File: config.mk
export PLATFORM = sky130hd
export DESIGN_NAME = rsch_alu
export DESIGN_NICKNAME = d
export VERILOG_FILES = /design/src/sv/rsch_pkg.sv /design/src/sv/rsch_alu.sv
export SDC_FILE = /design/constraint.sdc
export NUM_CORES = 2
export LEC_CHECK = 0
export ABC_AREA = 1
export BUFFER_PORTS_ARGS = -buffer_cell sky130_fd_sc_hd__buf_2
export CAP_MARGIN = 20
export CORE_AREA = 2 2 536 538
export CTS_CLUSTER_DIAMETER = 30
export DETAILED_ROUTE_END_ITERATION = 16
export DIE_AREA = 0 0 538 540
export REMOVE_ABC_BUFFERS = 1
export SYNTH_ARGS = -nofsm -noshare
export SYNTH_HDL_FRONTEND = slang
export SYNTH_SLANG_ARGS = --single-unit
File: constraint.sdc
create_clock -name clk -period 31.1 [get_ports clk]
set_input_delay 6.22 -clock clk [delete_from_list [all_inputs] [get_ports clk]]
set_output_delay 6.22 -clock clk [all_outputs]
set_load 0.02 [all_outputs]
File: src/sv/rsch_pkg.sv
// Shared types, constants and helpers for the ray-sphere closest-hit block.
package rsch_pkg;

  localparam int SPHERE_SLOTS = 64;
  localparam int SLOT_W = (SPHERE_SLOTS > 1) ? $clog2(SPHERE_SLOTS) : 1;
  localparam int IDX_W = $clog2(SPHERE_SLOTS + 1);

  typedef logic [SLOT_W-1:0] slot_t;
  typedef logic [IDX_W-1:0] idx_t;

  localparam logic [1:0] OP_MUL = 2'd0;
  localparam logic [1:0] OP_DIV = 2'd1;
  localparam logic [1:0] OP_SQRT = 2'd2;

  localparam logic [6:0] SQRT_STEPS = 7'd64;

  typedef struct packed {
    logic kind;
    logic [5:0] entry_index;
    logic signed [31:0] pos_x;
    logic signed [31:0] pos_y;
    logic signed [31:0] pos_z;
    logic signed [31:0] dir_x;
    logic signed [31:0] dir_y;
    logic signed [31:0] dir_z;
    logic signed [31:0] sphere_radius;
    logic signed [31:0] t_min;
    logic signed [31:0] t_max;
  } query_t;

  typedef struct packed {
    logic hit;
    logic signed [31:0] hit_t;
    logic signed [31:0] point_x;
    logic signed [31:0] point_y;
    logic signed [31:0] point_z;
    logic signed [31:0] normal_x;
    logic signed [31:0] normal_y;
    logic signed [31:0] normal_z;
    logic front_face;
  } result_t;

  typedef struct packed {
    logic signed [31:0] cx;
    logic signed [31:0] cy;
    logic signed [31:0] cz;
    logic [30:0] r;
  } sphere_t;

  typedef struct packed {
    logic start;
    logic [1:0] op;
    logic [127:0] a;
    logic [127:0] b;
    logic [6:0] nbits;
  } alu_req_t;

  typedef struct packed {
    logic busy;
    logic done;
    logic [127:0] result;
  } alu_rsp_t;

  // Clamp a wide two's complement value to the signed 32-bit range.
  function automatic logic signed [31:0] sat32(input logic signed [127:0] v);
    logic signed [31:0] r;
    if (v > 128'sd2147483647) r = 32'sh7fffffff;
    else if (v < -128'sd2147483648) r = 32'sh80000000;
    else r = v[31:0];
    return r;
  endfunction

endpackage

File: src/sv/rsch_alu.sv
// Shared iterative unit: shift-add multiply, restoring floor divide, integer square root.
module rsch_alu (
  input  logic clk,
  input  logic rst,
  input  rsch_pkg::alu_req_t req,
  output rsch_pkg::alu_rsp_t rsp
);

  logic busy, fin, done, neg;
  logic [1:0] op;
  logic [127:0] acc, x, y, z;
  logic [6:0] cnt;
  logic [127:0] abs_a, abs_b, rtmp, sub_b, diff;
  logic ge, bump;

  always_comb begin
    abs_a = req.a[127] ? (~req.a + 128'd1) : req.a;
    abs_b = req.b[127] ? (~req.b + 128'd1) : req.b;
    if (op == rsch_pkg::OP_SQRT) begin
      rtmp = {x[125:0], y[127:126]};
      sub_b = {acc[125:0], 2'b01};
    end else begin
      rtmp = {x[126:0], y[127]};
      sub_b = z;
    end
    ge = rtmp >= sub_b;
    diff = rtmp - sub_b;
    // A negative dividend with a remainder rounds one further down.
    bump = (op == rsch_pkg::OP_DIV) && (x != '0);
  end

  always_ff @(posedge clk) begin
    if (rst) begin
      busy <= 1'b0;
      fin <= 1'b0;
      done <= 1'b0;
    end else begin
      done <= 1'b0;
      if (fin) begin
        fin <= 1'b0;
        busy <= 1'b0;
        done <= 1'b1;
        if (neg) acc <= bump ? ~acc : (~acc + 128'd1);
      end else if (busy) begin
        unique case (op)
          rsch_pkg::OP_MUL: begin
            if (y == '0) begin
              fin <= 1'b1;
            end else begin
              if (y[0]) acc <= acc + x;
              x <= x << 1;
              y <= y >> 1;
            end
          end
          rsch_pkg::OP_DIV, rsch_pkg::OP_SQRT: begin
            if (cnt == '0) begin
              fin <= 1'b1;
            end else begin
              x <= ge ? diff : rtmp;
              acc <= {acc[126:0], ge};
              y <= (op == rsch_pkg::OP_DIV) ? (y << 1) : (y << 2);
              cnt <= cnt - 7'd1;
            end
          end
          default: fin <= 1'b1;
        endcase
      end else if (req.start) begin
        busy <= 1'b1;
        op <= req.op;
        acc <= '0;
        z <= req.b;
        unique case (req.op)
          rsch_pkg::OP_MUL: begin
            x <= abs_a;
            y <= abs_b;
            neg <= req.a[127] ^ req.b[127];
            cnt <= req.nbits;
          end
          rsch_pkg::OP_DIV: begin
            x <= '0;
            y <= abs_a << (8'd128 - {1'b0, req.nbits});
            neg <= req.a[127];
            cnt <= req.nbits;
          end
          rsch_pkg::OP_SQRT: begin
            x <= '0;
            y <= req.a;
            neg <= 1'b0;
            cnt <= rsch_pkg::SQRT_STEPS;
          end
          default: begin
            x <= '0;
            y <= req.a;
            neg <= 1'b0;
            cnt <= req.nbits;
          end
        endcase
      end
    end
  end

  assign rsp.busy = busy;
  assign rsp.done = done;
  assign rsp.result = acc;

endmodule

==> results.md <==
- Top-area cell type share of the netlist area: 21.3%
- CTS buffer count: between 150 and 200
- Die height: 540 um
- Max Cap Viol: 0
- Top post-synthesis cells by count: 2889 x nand2_1, 1718 x nand3_1, 1429 x nor2_1, 1428 x inv_1, 1255 x o21ai_0
- H-tree depth: 4
- Cts hold-fix bufs: 0
- Clk_lat worst skew: approximately 850 ps
- Yosys cell types: 73
- Antenna violations before repair: 81
- Synth area leader: edfxtp_1
- Final hold vios: 0
- Clk buf depth: 4
- FP Rows: approximately 200
- Setup_tns: 0 ps
- Num Clock Sinks: 525
- Least-Margin Pin Slew: ~1400 ps
- Largest cells by area after synthesis: edfxtp_1 21%, nand2_1 15%, nand3_1 12%
- Arrival time worst endpoint: 11450 ps
- Startpoint Class: input port
- FILL cells: 32.8k
- Global-route wire length before repair: between 700000 and 800000 um
- Critical-path maximum fanout: 70
- Setup Fix Bufs, Post-CTS: 0
- Fin crit period: ~11000 ps
- Syn Area/Cell: 5.85 sq um
- Syn Inst Count: 12.6k
- Fin cells: 16.7k
- Dpl cells: around 16k
- Pins Over Slew Limit: 0
- Post-synthesis instance area: 73700 sq um
- Antenna-violating nets left: 0
- Placer Congestion: 1.07
- Die Width: roughly 540 um
- Reg clk slew, reported paths: 40 ps
- Number of global-route vias before repair: 89.6k
- Input/output buffers: 397
- NumNets Final: 13.3k
- Pwr dens: 51.8 nW/um^2
- Worst Skew: 56.9 ps
- Ys flop type: edfxtp_1
- Grt ovf: 0
- Min-Delay Path Class: reg2reg
- Number of top-level pins: 398
- CTS resizes: 0
- Leakage: ~35 nW
- Final setup vio count: 0
- Layout area overhead: 16.4%
- CTS Root Cell: clkbuf_16
- Share of layout cells above drive strength 1: under 10%
- Critical path class: in2reg
- 1st-iter DRT viols: 16.0k
- Final period util: about a third
- Initial core utilization: 25.9%
- YS warnings: 0
- Die Area: 291000 sq um
- Most common cell in the netlist: nand2_1
- Remaining DRCs: 0
- Post-synthesis sequential area ratio: 21.3%
- Vias post-DR: ~100k
- Largest net degree at the start of global routing: 141
- Placeable core area: 284000 sq um
- CP required: 31800 ps
- Ys async rst share: 0%
- Fmax achieved: 93.0 MHz
- Routed WL: about 530000 um
- TritonRoute pass-1 iters: 7
- VDD IR max: about 0.000036 V
- Seq cells post-synth: 525
- Gr usage total: 35.1%
- Routed length per instance: roughly 32 um
- Post-synth EDFFs: about 520
- Relative slew slack: 7.92%
- RSZ-0062 raised after global routing: false
- Worst Setup End Kind: flop
- Status: completed
- CTS tree: done
- Final HPWL DP: 437000 um
- Vias per cell: 5.86
## per-stage QoR
stage	utilization (%)	power, mW	setup WS [ps]	hold slack [ps]	instance area (sq um)
floorplan	-	1.83	10460	558	71600
global placement	28.0	2.50	19790	586	79500
detailed placement	28.0	2.49	19820	593	79500
CTS	30.1	4.38	20700	599	85700
global route	30.2	4.57	20350	626	85800
finish	30.2	4.45	20350	610	85800
## cells in the final DEF (no fill, tap or decap), drive strengths merged, types with 11 or more instances in the layout
| cell | synthesis | final |
|---|---|---|
| a211oi | 11 | 11 |
| nor2 | 1455 | 1455 |
| mux2i | 47 | 47 |
| edfxtp | 522 | 522 |
| o211ai | 155 | 155 |
| xor2 | 147 | 147 |
| o21bai | 37 | 37 |
| a22oi | 48 | 48 |
| a31oi | 51 | 51 |
| o22ai | 51 | 51 |
| nand4 | 135 | 135 |
| ha | 265 | 265 |
| clkinv | 4 | 72 |
| nor4 | 210 | 210 |
| and3 | 16 | 16 |
| o221ai | 33 | 33 |
| o31ai | 14 | 14 |
| nand2 | 2899 | 2899 |
| a32o | 13 | 13 |
| clkbuf | 358 | 210 |
| clkinvlp | 0 | 11 |
| nand3b | 21 | 21 |
| nand3 | 1723 | 1723 |
| inv | 1439 | 1451 |
| a21o | 48 | 48 |
| bufinv | 0 | 25 |
| and2 | 13 | 13 |
| o21a | 37 | 37 |
| a21oi | 1015 | 1015 |
| nor3 | 145 | 145 |
| diode | 0 | 34 |
| o21ai | 1315 | 1315 |
| xnor2 | 98 | 98 |
| or2 | 32 | 32 |
| buf | 170 | 527 |
| a21boi | 19 | 19 |
## critical path: stages
cell and delay [ps]:
buf_4 420, inv_4 340, ha_4 470, inv_4 370
buf_4 780, buf_4 630, nand3_1 190, nand3_1 160
nand2_1 80, nand2_1 110, nand3_1 230, a21oi_1 550
o21ai_1 300, nand2_1 150, nand2_1 60, nand2_1 90
## area by class of cell
cell class	instances	area [sq um]	area share (%)
tap	3762	4710	5.49
clock inverter	116	1310	1.53
antenna	34	85.1	0.0992
sequential	525	15700	18.3
clock buffer	210	4810	5.60
timing repair buffer	527	3050	3.55
multi-input combinational	10100	50700	59.0
inverter	1443	5440	6.34
## sequential cells by signal, indices dropped and copies added (netlist names)
register  count
x           128
op            2
acc         128
y           128
neg           1
cnt           7
done          1
fin           1
busy          1
z           128
## power breakdown
group | internal, mW | total (mW) | switching, mW
clock network | 1.30 | 1.88 | 0.580
logic | 0.412 | 1.60 | 1.19
registers | 0.859 | 0.964 | 0.105
## metal layers
layer,global-route usage (%),share of wire [%],up-vias,routed length [um]
li1,-,-,43600,-
met1,47.2,41,46400,216000
met2,49.6,40,6764,214000
met3,9.65,13,1153,67700
met4,20.3,6.6,16,35300
met5,0,0.017,-,90
## final timing paths
| kind | start | to | slack, ps | cells after the start |
|---|---|---|---|---|
| min reg2reg | y[9] | y[8] | 610 | 2 |
| max | req[0] | y[89] | 20350 | 16 |
| max reg2reg | op[0] | x[14] | 23180 | 20 |
| min | y[9] | y[8] | 610 | 2 |
## kinds of logic after synthesis
| kind of cell | share of synthesized area [%] |
|---|---|
| simple gates | 38.9 |
| buf+inv | 10.2 |
| xor+xnor | 2.91 |
| flops | 21.3 |
| mux | 0.638 |
| fa+ha+maj | 4.55 |
| compound gates | 21.5 |
Note: power is estimated with default switching activity, not from simulation.
